<file path="src/hw/rtl/assert_macros.svh">
// assertion helpers, sampled on clk_i and switched off while rst_ni is low
`ifndef ASSERT_MACROS_SVH
`define ASSERT_MACROS_SVH

// property must hold at every edge out of reset
`define CPM_ASSERT(lbl, prop) \
  lbl: assert property (@(posedge clk_i) disable iff (!rst_ni) prop) \
    else $error("cpm assertion failed");

// expression must never be true out of reset
`define CPM_NEVER(lbl, expr) \
  lbl: assert property (@(posedge clk_i) disable iff (!rst_ni) !(expr)) \
    else $error("cpm forbidden condition seen");

`endif

</file>
<file path="src/hw/rtl/cpm_pkg.sv">
package cpm_pkg;

  localparam int TIME_BITS   = 32;
  localparam int SOURCE_BITS = 3;
  localparam int FACTOR_BITS = 8;
  localparam int CMD_BITS    = 2;
  localparam int CNT_BITS    = $clog2(TIME_BITS);

  localparam logic [FACTOR_BITS-1:0] FACTOR_RESET = FACTOR_BITS'(24);

  typedef enum logic [CMD_BITS-1:0] {
    CMD_POLL  = 2'd0,
    CMD_PULSE = 2'd1,
    CMD_CLEAR = 2'd2
  } cmd_e;

  typedef enum logic [0:0] {
    ST_IDLE = 1'b0,
    ST_DIV  = 1'b1
  } state_e;

  typedef struct packed {
    logic                   start;
    logic [TIME_BITS-1:0]   dividend;
    logic [FACTOR_BITS-1:0] divisor;
  } div_req_t;

  typedef struct packed {
    logic                 done;
    logic [TIME_BITS-1:0] quotient;
  } div_rsp_t;

endpackage

</file>
<file path="src/hw/rtl/cpm_if.sv">
interface cpm_in_if;
  logic                                valid;
  logic                                ready;
  logic [cpm_pkg::CMD_BITS-1:0]        command;
  logic [cpm_pkg::TIME_BITS-1:0]       now_us;
  logic [cpm_pkg::SOURCE_BITS-1:0]     in_source;
  logic                                in_physical;
  logic [cpm_pkg::TIME_BITS-1:0]       in_stamp_us;

  modport source (output valid, command, now_us, in_source, in_physical, in_stamp_us,
                  input ready);
  modport sink   (input valid, command, now_us, in_source, in_physical, in_stamp_us,
                  output ready);
endinterface

interface cpm_out_if;
  logic                                valid;
  logic                                ready;
  logic [cpm_pkg::SOURCE_BITS-1:0]     out_source;
  logic                                out_resync;
  logic                                out_physical;
  logic [cpm_pkg::TIME_BITS-1:0]       out_stamp_us;

  modport source (output valid, out_source, out_resync, out_physical, out_stamp_us,
                  input ready);
  modport sink   (input valid, out_source, out_resync, out_physical, out_stamp_us,
                  output ready);
endinterface

</file>
<file path="src/hw/rtl/cpm_div.sv">
module cpm_div (
  input  logic              clk_i,
  input  logic              rst_ni,
  input  cpm_pkg::div_req_t req_i,
  output cpm_pkg::div_rsp_t rsp_o
);

  localparam int TB = cpm_pkg::TIME_BITS;
  localparam int FB = cpm_pkg::FACTOR_BITS;

  logic                          busy_q, busy_d;
  logic                          done_q, done_d;
  logic [cpm_pkg::CNT_BITS-1:0]  cnt_q, cnt_d;
  logic [FB-1:0]                 rem_q, rem_d;
  logic [FB-1:0]                 dvs_q, dvs_d;
  logic [TB-1:0]                 quo_q, quo_d;
  logic [FB:0]                   trial;
  logic                          fits;

  // one restoring step per cycle, quotient bits shift in where dividend bits leave
  assign trial = {rem_q, quo_q[TB-1]};
  assign fits  = trial >= {1'b0, dvs_q};

  always_comb begin
    busy_d = busy_q;
    done_d = 1'b0;
    cnt_d  = cnt_q;
    rem_d  = rem_q;
    dvs_d  = dvs_q;
    quo_d  = quo_q;
    if (req_i.start) begin
      busy_d = 1'b1;
      cnt_d  = cpm_pkg::CNT_BITS'(TB - 1);
      rem_d  = '0;
      dvs_d  = req_i.divisor;
      quo_d  = req_i.dividend;
    end else if (busy_q) begin
      rem_d = fits ? FB'(trial - {1'b0, dvs_q}) : trial[FB-1:0];
      quo_d = {quo_q[TB-2:0], fits};
      cnt_d = cnt_q - 1'b1;
      if (cnt_q == '0) begin
        busy_d = 1'b0;
        done_d = 1'b1;
      end
    end
  end

  always_ff @(posedge clk_i or negedge rst_ni) begin
    if (!rst_ni) begin
      busy_q <= 1'b0;
      done_q <= 1'b0;
      cnt_q  <= '0;
    end else begin
      busy_q <= busy_d;
      done_q <= done_d;
      cnt_q  <= cnt_d;
    end
  end

  always_ff @(posedge clk_i) begin
    rem_q <= rem_d;
    dvs_q <= dvs_d;
    quo_q <= quo_d;
  end

  assign rsp_o.done     = done_q;
  assign rsp_o.quotient = quo_q;

endmodule

</file>
<file path="src/hw/rtl/clock_pulse_multiplier.sv">
// clock pulse multiplier: echoes each incoming pulse and interpolates factor-1 more
// a result is registered in the output register in the cycle after its transaction is accepted
// input flow: the input waits while the output register is full; beyond that, a pulse with a
// previous pulse holds it until the serial divider is done (one quotient bit per cycle)
// reset: rst_ni async active low, clears control and multiplier state but not the output payload
`include "assert_macros.svh"

module clock_pulse_multiplier (
  input  logic                               clk_i,
  input  logic                               rst_ni,
  input  logic                               cfg_we_i,
  input  logic [cpm_pkg::FACTOR_BITS-1:0]    cfg_wdata_i,
  cpm_in_if.sink                             in_i,
  cpm_out_if.source                          out_o
);

  localparam int TB = cpm_pkg::TIME_BITS;
  localparam int SB = cpm_pkg::SOURCE_BITS;
  localparam int FB = cpm_pkg::FACTOR_BITS;

  // configuration register
  logic [FB-1:0] factor_q;
  logic [FB-1:0] eff_f;

  // sequencer
  cpm_pkg::state_e state_q, state_d;
  cpm_pkg::cmd_e   cmd;

  // multiplier state
  logic [FB-1:0] pulse_count_q;
  logic [TB-1:0] interval_q;
  logic [TB-1:0] last_time_q;
  logic          last_valid_q;
  logic [TB-1:0] next_time_q;
  logic          next_valid_q;
  logic [SB-1:0] cur_source_q;

  // output register
  logic          out_valid_q;
  logic [SB-1:0] out_source_q;
  logic          out_resync_q;
  logic          out_physical_q;
  logic [TB-1:0] out_stamp_q;

  logic          in_rdy;
  logic          in_fire;
  logic          out_free;
  logic          out_load;
  logic [TB-1:0] poll_diff;
  logic          poll_hit;
  logic [TB-1:0] echo_stamp;
  logic [TB-1:0] pulse_diff;

  cpm_pkg::div_req_t div_req;
  cpm_pkg::div_rsp_t div_rsp;

  // a factor of zero behaves as one
  assign eff_f = (factor_q == '0) ? FB'(1) : factor_q;

  assign cmd     = cpm_pkg::cmd_e'(in_i.command);
  assign in_fire = in_i.valid & in_rdy;

  // the output register may be reloaded in the cycle its transaction leaves
  assign out_free = !out_valid_q || out_o.ready;

  // interpolated pulse is due when now minus the scheduled time is not negative
  assign poll_diff = in_i.now_us - next_time_q;
  assign poll_hit  = (pulse_count_q != '0) && (pulse_count_q < eff_f) && next_valid_q
                     && !poll_diff[TB-1];

  // an echo or a due interpolated pulse fills the output register
  assign out_load = in_fire && ((cmd == cpm_pkg::CMD_PULSE)
                                || (cmd == cpm_pkg::CMD_POLL && poll_hit));

  // a zero stamp on a pulse means take the current time
  assign echo_stamp = (in_i.in_stamp_us != '0) ? in_i.in_stamp_us : in_i.now_us;
  assign pulse_diff = in_i.now_us - last_time_q;

  // next state
  always_comb begin
    state_d = state_q;
    case (state_q)
      cpm_pkg::ST_IDLE: begin
        if (in_fire && cmd == cpm_pkg::CMD_PULSE && last_valid_q) state_d = cpm_pkg::ST_DIV;
      end
      cpm_pkg::ST_DIV: begin
        if (div_rsp.done) state_d = cpm_pkg::ST_IDLE;
      end
      default: state_d = cpm_pkg::ST_IDLE;
    endcase
  end

  // sequencer outputs
  always_comb begin
    in_rdy           = 1'b0;
    div_req.start    = 1'b0;
    div_req.dividend = pulse_diff;
    div_req.divisor  = eff_f;
    case (state_q)
      cpm_pkg::ST_IDLE: begin
        in_rdy        = out_free;
        div_req.start = in_fire && cmd == cpm_pkg::CMD_PULSE && last_valid_q;
      end
      cpm_pkg::ST_DIV: begin
        in_rdy = 1'b0;
      end
      default: in_rdy = 1'b0;
    endcase
  end

  cpm_div u_div (
    .clk_i  (clk_i),
    .rst_ni (rst_ni),
    .req_i  (div_req),
    .rsp_o  (div_rsp)
  );

  always_ff @(posedge clk_i or negedge rst_ni) begin
    if (!rst_ni) begin
      factor_q <= cpm_pkg::FACTOR_RESET;
    end else if (cfg_we_i) begin
      factor_q <= cfg_wdata_i;
    end
  end

  always_ff @(posedge clk_i or negedge rst_ni) begin
    if (!rst_ni) begin
      state_q <= cpm_pkg::ST_IDLE;
    end else begin
      state_q <= state_d;
    end
  end

  // multiplier state and output valid
  always_ff @(posedge clk_i or negedge rst_ni) begin
    if (!rst_ni) begin
      pulse_count_q <= '0;
      interval_q    <= '0;
      last_time_q   <= '0;
      last_valid_q  <= 1'b0;
      next_time_q   <= '0;
      next_valid_q  <= 1'b0;
      cur_source_q  <= '0;
      out_valid_q   <= 1'b0;
    end else begin
      // held until taken, refilled by a new result
      out_valid_q <= out_load || (out_valid_q && !out_o.ready);

      if (state_q == cpm_pkg::ST_DIV && div_rsp.done) begin
        // new interval known: first interpolated pulse one interval after the pulse
        interval_q   <= div_rsp.quotient;
        next_time_q  <= (div_rsp.quotient != '0) ? last_time_q + div_rsp.quotient : '0;
        next_valid_q <= div_rsp.quotient != '0;
      end

      if (in_fire) begin
        case (cmd)
          cpm_pkg::CMD_CLEAR: begin
            pulse_count_q <= '0;
            interval_q    <= '0;
            last_time_q   <= '0;
            last_valid_q  <= 1'b0;
            next_time_q   <= '0;
            next_valid_q  <= 1'b0;
            cur_source_q  <= '0;
          end
          cpm_pkg::CMD_PULSE: begin
            cur_source_q  <= in_i.in_source;
            last_time_q   <= in_i.now_us;
            last_valid_q  <= 1'b1;
            pulse_count_q <= FB'(1);
            if (!last_valid_q) begin
              // no earlier pulse: keep the interval and schedule from it now
              next_time_q  <= (interval_q != '0) ? in_i.now_us + interval_q : '0;
              next_valid_q <= interval_q != '0;
            end
          end
          cpm_pkg::CMD_POLL: begin
            if (poll_hit) begin
              pulse_count_q <= pulse_count_q + 1'b1;
              next_time_q   <= next_time_q + interval_q;
            end
          end
          default: ;
        endcase
      end
    end
  end

  // output payload, loaded with the result of the accepted transaction
  always_ff @(posedge clk_i) begin
    if (in_fire && cmd == cpm_pkg::CMD_PULSE) begin
      out_source_q   <= in_i.in_source;
      out_resync_q   <= !last_valid_q;
      out_physical_q <= in_i.in_physical;
      out_stamp_q    <= echo_stamp;
    end else if (in_fire && cmd == cpm_pkg::CMD_POLL && poll_hit) begin
      out_source_q   <= cur_source_q;
      out_resync_q   <= 1'b0;
      out_physical_q <= 1'b0;
      out_stamp_q    <= next_time_q;
    end
  end

  assign in_i.ready         = in_rdy;
  assign out_o.valid        = out_valid_q;
  assign out_o.out_source   = out_source_q;
  assign out_o.out_resync   = out_resync_q;
  assign out_o.out_physical = out_physical_q;
  assign out_o.out_stamp_us = out_stamp_q;

  // the sequencer never takes a transaction while the divider works
  `CPM_NEVER(a_no_accept_in_div, state_q == cpm_pkg::ST_DIV && in_rdy)
  // divider finishes only while the sequencer waits for it
  `CPM_ASSERT(a_done_in_div, div_rsp.done |-> state_q == cpm_pkg::ST_DIV)
  // a scheduled pulse always has a nonzero spacing
  `CPM_ASSERT(a_sched_interval, next_valid_q |-> interval_q != '0)
  // a repeat pulse always starts a division
  `CPM_ASSERT(a_pulse_divides,
              (in_fire && cmd == cpm_pkg::CMD_PULSE && last_valid_q) |=>
              state_q == cpm_pkg::ST_DIV)

endmodule

</file>
<file path="src/flat_wrapper.sv">
// flat-port wrapper written by rule: the top's interface ports become plain ports
module clock_pulse_multiplier_flat 
  (clk_i, rst_ni, cfg_we_i, cfg_wdata_i, in_i_valid, in_i_command, in_i_now_us, in_i_in_source, in_i_in_physical, in_i_in_stamp_us, in_i_ready, out_o_valid, out_o_out_source, out_o_out_resync, out_o_out_physical, out_o_out_stamp_us, out_o_ready);
  cpm_in_if in_i_i ();
  cpm_out_if out_o_i ();
  input  logic clk_i;
  input  logic rst_ni;
  input  logic cfg_we_i;
  input  logic [cpm_pkg::FACTOR_BITS-1:0] cfg_wdata_i;
  input wire logic [$bits(in_i_i.valid)-1:0] in_i_valid;
  input wire logic [$bits(in_i_i.command)-1:0] in_i_command;
  input wire logic [$bits(in_i_i.now_us)-1:0] in_i_now_us;
  input wire logic [$bits(in_i_i.in_source)-1:0] in_i_in_source;
  input wire logic [$bits(in_i_i.in_physical)-1:0] in_i_in_physical;
  input wire logic [$bits(in_i_i.in_stamp_us)-1:0] in_i_in_stamp_us;
  output wire logic [$bits(in_i_i.ready)-1:0] in_i_ready;
  output wire logic [$bits(out_o_i.valid)-1:0] out_o_valid;
  output wire logic [$bits(out_o_i.out_source)-1:0] out_o_out_source;
  output wire logic [$bits(out_o_i.out_resync)-1:0] out_o_out_resync;
  output wire logic [$bits(out_o_i.out_physical)-1:0] out_o_out_physical;
  output wire logic [$bits(out_o_i.out_stamp_us)-1:0] out_o_out_stamp_us;
  input wire logic [$bits(out_o_i.ready)-1:0] out_o_ready;
  assign in_i_i.valid = in_i_valid;
  assign in_i_i.command = in_i_command;
  assign in_i_i.now_us = in_i_now_us;
  assign in_i_i.in_source = in_i_in_source;
  assign in_i_i.in_physical = in_i_in_physical;
  assign in_i_i.in_stamp_us = in_i_in_stamp_us;
  assign in_i_ready = in_i_i.ready;
  assign out_o_valid = out_o_i.valid;
  assign out_o_out_source = out_o_i.out_source;
  assign out_o_out_resync = out_o_i.out_resync;
  assign out_o_out_physical = out_o_i.out_physical;
  assign out_o_out_stamp_us = out_o_i.out_stamp_us;
  assign out_o_i.ready = out_o_ready;
  clock_pulse_multiplier u_core (.clk_i(clk_i), .rst_ni(rst_ni), .cfg_we_i(cfg_we_i), .cfg_wdata_i(cfg_wdata_i), .in_i(in_i_i), .out_o(out_o_i));
endmodule
</file>
<file path="config.mk">
export PLATFORM = sky130hd
export DESIGN_NAME = clock_pulse_multiplier_flat
export DESIGN_NICKNAME = d
export VERILOG_FILES = /design/src/hw/rtl/cpm_pkg.sv /design/src/hw/rtl/cpm_if.sv /design/src/hw/rtl/cpm_div.sv /design/src/hw/rtl/clock_pulse_multiplier.sv /design/src/flat_wrapper.sv
export VERILOG_INCLUDE_DIRS = /design/src /design/src/hw/rtl
export SDC_FILE = /design/constraint.sdc
export NUM_CORES = 1
export LEC_CHECK = 0
export ABC_AREA = 1
export BUFFER_PORTS_ARGS = -buffer_cell sky130_fd_sc_hd__clkbuf_2
export CORE_MARGIN = 8
export CORE_UTILIZATION = 31
export CTS_BUF_LIST = sky130_fd_sc_hd__clkbuf_4
export CTS_CLUSTER_SIZE = 25
export DETAILED_ROUTE_END_ITERATION = 12
export HOLD_SLACK_MARGIN = 0.15
export PLACE_DENSITY = 0.45
export SLEW_MARGIN = 15
export SYNTH_ARGS = -nofsm -noshare
export SYNTH_HDL_FRONTEND = slang
export SYNTH_SLANG_ARGS = --single-unit
</file>
<file path="constraint.sdc">
create_clock -name clk_i -period 11.85 [get_ports clk_i]
set_input_delay 1.7775 -clock clk_i [delete_from_list [all_inputs] [get_ports clk_i]]
set_output_delay 1.7775 -clock clk_i [all_outputs]
set_load 0.05 [all_outputs]
</file>
== Yosys cells after proc, flatten, opt, wreduce, memory -nomap -nowiden ==
Cells that the tools add are included.

* Bits in writable memories: 0
* Flip-flop bits (word level): 211
* Output and inout bits: 39
* Memory bits (read-only): 0
* Memories kept: 0
* Latch bits: 0

* Divide/modulo/power cells: 0
* Bitwise logic cells: 2
* Magnitude comparators: 2
* Muxes and demuxes: 44
* Multiply operators: 0
* Add/sub/neg operators: 8
* Reductions and logical operators: 31
* Shift-type cells: 0
* Equality and inequality tests: 3

{| class="wikitable"
|+ Operators by type and width
! kind !! number
|-
| $mux 32 || 14
|-
| $add 32x32->32 || 3
|-
| $pmux 32 s3 || 1
|-
| $reduce_bool 32->1 || 3
|-
| $pmux 32 s2 || 1
|-
| $sub 32x32->32 || 2
|-
| $mux 8 || 3
|-
| $pmux 8 s3 || 1
|-
| $mux 1 || 15
|-
| $logic_and 1x1->1 || 11
|-
| $mux 5 || 2
|-
| $ge 9x8->1 || 1
|-
| $add 8x1->8 const B || 1
|-
| $logic_not 8->1 || 1
|-
| $lt 8x8->1 || 1
|-
| $pmux 1 s2 || 4
|-
| $reduce_bool 8->1 || 1
|-
| $sub 8x8->8 || 1
|-
| $mux 3 || 2
|-
| $pmux 3 s2 || 1
|-
| $reduce_bool 2->1 || 3
|-
| $logic_not 5->1 || 1
|-
| $sub 5x1->5 const B || 1
|-
| $logic_not 1->1 || 4
|-
| other kinds (10) || 12
|}

== Depth between registers and ports, before layout ==
* Depth in word-level cells: 10
* Depth in mapped cells: 21
* Mapped depth without buffers: 20

== Cells and area by module ==
A second synthesis with hierarchy kept.

* Cells, all modules: 2839
* Area, all modules: 19080.8 um^2

{| class="wikitable"
|+ Modules (own cells, without submodules)
! module !! cells each !! seq. area each (um^2) !! area each (um^2) !! instances
|-
| clock_pulse_multiplier || 2520 || 4091.4 || 16306.9 || 1
|-
| cpm_div || 319 || 1536.5 || 2773.9 || 1
|}

== Worst setup path after synthesis ==
No wires, ideal clock.

* Path kind: input to register
* Start point: input in_i_now_us[22]
* End point: register u_core.out_physical_q, in the netlist u_core.out_o.out_physical, enable pin
* Setup slack: 6.633 ns
* Data required time: 11.413 ns
* Arrival time: 4.780 ns
* Cell stages on the path: 11
* Path buffers: 0
* Setup time: 0.437 ns
* Cells stage by stage: ha_1 a21o_1 nor2_1 nand2_1 a21oi_1 nand2_2 nand2_1 nand3_2 nor2_8 inv_1 o21ai_1

* Cells in the longest elaborated chain, start to end: 5

{| class="wikitable"
|+ RTL lines
! item !! line !! RTL
|-
| start, declared || flat_wrapper.sv:12 || <nowiki>input wire logic [$bits(in_i_i.now_us)-1:0] in_i_now_us;</nowiki>
|-
| $sub 32x32->32 || clock_pulse_multiplier.sv:67 || <nowiki>assign poll_diff = in_i.now_us - next_time_q;</nowiki>
|-
| $logic_not 1->1 || clock_pulse_multiplier.sv:69 || <nowiki>&& !poll_diff[TB-1];</nowiki>
|-
| $logic_and 1x1->1 || clock_pulse_multiplier.sv:69 ||
|-
| $logic_and 1x1->1 || clock_pulse_multiplier.sv:197 || <nowiki>end else if (in_fire && cmd == cpm_pkg::CMD_POLL && poll_hit) begin</nowiki>
|-
| $reduce_bool 2->1 (no source line) || - ||
|-
| end signal, assigned || clock_pulse_multiplier.sv:195 || <nowiki>out_physical_q <= in_i.in_physical;</nowiki>
|-
| end, declared || clock_pulse_multiplier.sv:42 || <nowiki>logic out_physical_q;</nowiki>
|}

Every way passes these cells.
A chain may end at the register's enable or synchronous reset.

== Worst setup path after layout ==
* Start point: input in_i_now_us[10]
* End point: register u_core.out_stamp_q[4], in the netlist u_core.out_o.out_stamp_us[4], enable pin

* Cells in the longest elaborated chain, start to end: 5

{| class="wikitable"
|+ RTL lines
! item !! line !! RTL
|-
| $sub 32x32->32 || clock_pulse_multiplier.sv:67 ||
|-
| $logic_not 1->1 || clock_pulse_multiplier.sv:69 ||
|-
| $logic_and 1x1->1 || clock_pulse_multiplier.sv:69 ||
|-
| $logic_and 1x1->1 || clock_pulse_multiplier.sv:197 ||
|-
| $reduce_bool 2->1 (no source line) || - ||
|-
| end signal, assigned || clock_pulse_multiplier.sv:196 || <nowiki>out_stamp_q <= echo_stamp;</nowiki>
|-
| end signal, assigned || clock_pulse_multiplier.sv:201 || <nowiki>out_stamp_q <= next_time_q;</nowiki>
|-
| end, declared || clock_pulse_multiplier.sv:43 || <nowiki>logic [TB-1:0] out_stamp_q;</nowiki>
|}

Every way passes these cells.

==> results.cfg <==
[status]
status = finished, final reports clean

[cells_and_area]
areaGrowthSynthToFinish_pct = 12.54
finalNonFillerCells = 3792
finalNetCount = 3210
drive_gt1_share_pct = 10.07
final_util_pct = 34.99

[yosys]
synth_top_area_share_pct = 16.29
synth.most_common_cell = nand2_1
yosysTopAreaCell = dfrtp_1
synth_edf_count = 77
syn_area_um2 = 19040
synth_common_cells = 744 x nand2_1, 390 x inv_1, 261 x nor2_1
synth_top_flop_cell = dfrtp_1
synth_cell_types = 61
yosys-top-cells-area = dfrtp_1 16%, nand2_1 15%, edfxtp_1 12%, ha_1 12%, inv_1 7.7%
syn_area_per_cell_um2 = 6.791
ys_ff_latch = 211
yosys_warnings = 0
synth_nets = 3069
ys_async_sr_fraction_pct = 59.72
synthCells = 2804
synth-seq-area-share_pct = 29.55

[routing]
routed_via_density = 5.231
first_pass_iters = 7
drtIter0Drc = 1826
wl_per_cell_um = 23.18
wirelength_mm = 87.89
drc = 0
vias = 19836
ant_nets = 0

[floorplanning]
start_util_pct = 31.09
die-area_um2 = 69620
row_count = 91
fp.dieH_um = 263.9
fp.dieW_um = 263.9
coreArea_um2 = 61260
ios = 122

[placed_design]
portBuffers = 121
dp_slack_ns = 6.826
post-dp-hpwl_mm = 71.02
place_inst = 3663
place_congestion = 0.9624

[power_and_ir_drop]
total_power_mw = 5.413
vdd_drop_max_uv = 101.9
p_per_area_nw_per_um2 = 252.6
p_leak_nw = 10.67

[timing]
fin_skew_ns = 0.06648
layout_setup_ws_ns = 7.659
finalCriticalPeriod_ns = 4.191
max_freq_mhz = 238.6
grt_setup_unrepaired = false
maxSlewHeadroom_pct = 17.73
worstMarginPinSlew_ns = 1.223
finalSetupTns_ns = 0
hold_viol = 0
fin_crit_sh_pct = 35.37
setup_violations = 0
drv_slew = 0

[min_path]
min_path_type = flip-flop to flip-flop
whs_endpoint = u_core.u_div.dvs_q[1]
holdPathStages = 0
min_from = u_core.factor_q[1]

[clock_tree]
cts_tree = built
insertion_delay_ns = 0.85
hold_buffers = 0
cts_resized = 0
clkSlewWorstSetupHoldPaths_ns = 0.07
postCtsSetupBuffers = 0
clk_path_buf_depth = 3
cts_max_level = 3
root_buffer = clkbuf_4
numCtsBuffers = 70
cts.sinks = 211

[critical_path]
worst_setup_path_end_kind = flip-flop
cp.arrival_ns = 4.63
crit_top_cell = nand2_1
critPathBufInv = 3
slowest_delay_ns = 0.53
crit_required_ns = 12.29
r2r_start = u_core.next_time_q[6]
reg2reg_setup_slack_ns = 8.13
path_cells = clkbuf_2 -> ha_1 -> a21oi_1 -> nand2_1 -> a21oi_1 -> nand2_1 -> nand2_2 -> nand2_2 -> nand2_1 -> nand3_2 -> nor2_8 -> inv_1 -> o21ai_4 -> buf_4
start_kind = input port
cp_max_fo = 38
r2r_end = u_core.out_o.out_stamp_us[4]
worstSetupPathType = input port to flip-flop
reg2regPathDepth = 16
crit_slowest_cell = buf_4
path_delay_family = simple AND/OR/NAND/NOR gates

[grt]
grt_usage_pct = 24.57
grt_overflow_total = 0
grt_max_degree = 73
antenna_found_initial = 2
grt_pass1_wl_mm = 127.3
grt_pass1_vias = 19128

[job]
timing.max_cap.violations = 0
metal layers:
layer	vias to the layer above	part of all wire, %	wire length (um)	track usage [%]
met5	-	0	0	0
met4	0	4.7	4103	10.82
met3	159	6.9	6070	5.579
met2	795	45	39400	39.47
met1	9267	44	38320	31.39
li1	9615	-	-	-
state kept, by name, indices dropped and copies added, names as in the netlist, 3 cells and up:
name                       cells
u_core.interval_q             32
u_core.last_time_q            32
u_core.next_time_q            32
u_core.out_o.out_stamp_us     32
u_core.u_div.quo_q            32
u_core.factor_q                8
u_core.pulse_count_q           8
u_core.u_div.dvs_q             8
u_core.u_div.rem_q             8
u_core.u_div.cnt_q             5
u_core.cur_source_q            3
u_core.out_o.out_source        3
area by class of cell:
type / instances / area (um^2)
fill: 6795 / 39830
timing repair buffer: 136 / 724.4
inverter: 393 / 1480
antenna: 2 / 5.005
sequential: 211 / 5628
clock inverter: 21 / 130.1
multi-input combinational: 2133 / 11680
clock buffer: 106 / 795.8
tap: 790 / 988.4
worst max-delay path by stage:
| stage | to | cells past startpoint | start |
|---|---|---|---|
| final | u_core.out_o.out_stamp_us[4] | 14 | in_i_now_us[10] |
| after global routing | u_core.out_o.out_stamp_us[4] | 16 | in_i_now_us[10] |
| after CTS | u_core.out_o.out_stamp_us[4] | 14 | in_i_now_us[10] |
| after floorplan | u_core.out_o.out_physical | 11 | in_i_now_us[22] |
| after detailed placement | u_core.out_o.out_stamp_us[13] | 14 | in_i_now_us[10] |
| after global placement | u_core.out_o.out_stamp_us[9] | 14 | in_i_now_us[10] |
where the power goes:
part           internal [mW]  switching [mW]  leakage (nW)
clock                  0.433           0.404         0.541
combinational           1.02            2.19          7.68
sequential              1.05           0.315          2.45
total                   2.50            2.91          10.7
layout by cell type (no fill, tap or decap), types with 4 or more instances in the layout:
cell type,synthesis,final
o21bai_1,18,18
dfxtp_1,8,8
a21o_1,12,12
ha_1,177,177
nand4_1,38,38
nor4_1,16,16
edfxtp_1,77,77
o21ai_0,208,208
clkinv_1,1,14
nand3_1,176,176
o211ai_1,7,7
a22oi_1,4,4
clkbuf_2,1,120
nor2_1,261,258
nor3_1,23,23
o22ai_1,18,18
or2_2,15,15
nand2_2,6,8
o21a_1,7,7
clkbuf_4,0,106
xnor2_1,28,28
and2_1,6,6
nand3b_1,14,14
o21ai_2,7,7
dfrtp_1,124,124
or2_0,5,5
nand2_1,744,742
a21boi_0,4,4
buf_4,1,15
a21oi_1,202,202
a31oi_1,17,17
o21ai_1,18,17
a211oi_1,30,30
xor2_1,42,42
inv_1,390,389
fa_1,5,5
logic make-up (layout without fill, tap and decap cells):
| logic type | Yosys count | after routing | share of synthesized area [%] |
|---|---|---|---|
| XOR/XNOR | 70 | 70 | 3.219 |
| adder cells (fa/ha/maj) | 182 | 182 | 12.16 |
| other | 0 | 2 | 0 |
| flip-flops | 211 | 211 | 29.55 |
| AO/OA/AOI/OAI | 563 | 563 | 16.49 |
| buffers and inverters | 460 | 656 | 9.323 |
| AND/OR/NAND/NOR | 1318 | 1318 | 29.26 |
metrics by stage:
step	hold slack, ns	area (um^2)
2_1_floorplan	0.4350	19040
3_3_place_gp	0.4442	20500
3_5_place_dp	0.4424	20500
4_1_cts	0.4503	21430
5_1_grt	0.4746	21430
6_report	0.4539	21430
Note: power is estimated with default switching activity, not from simulation.
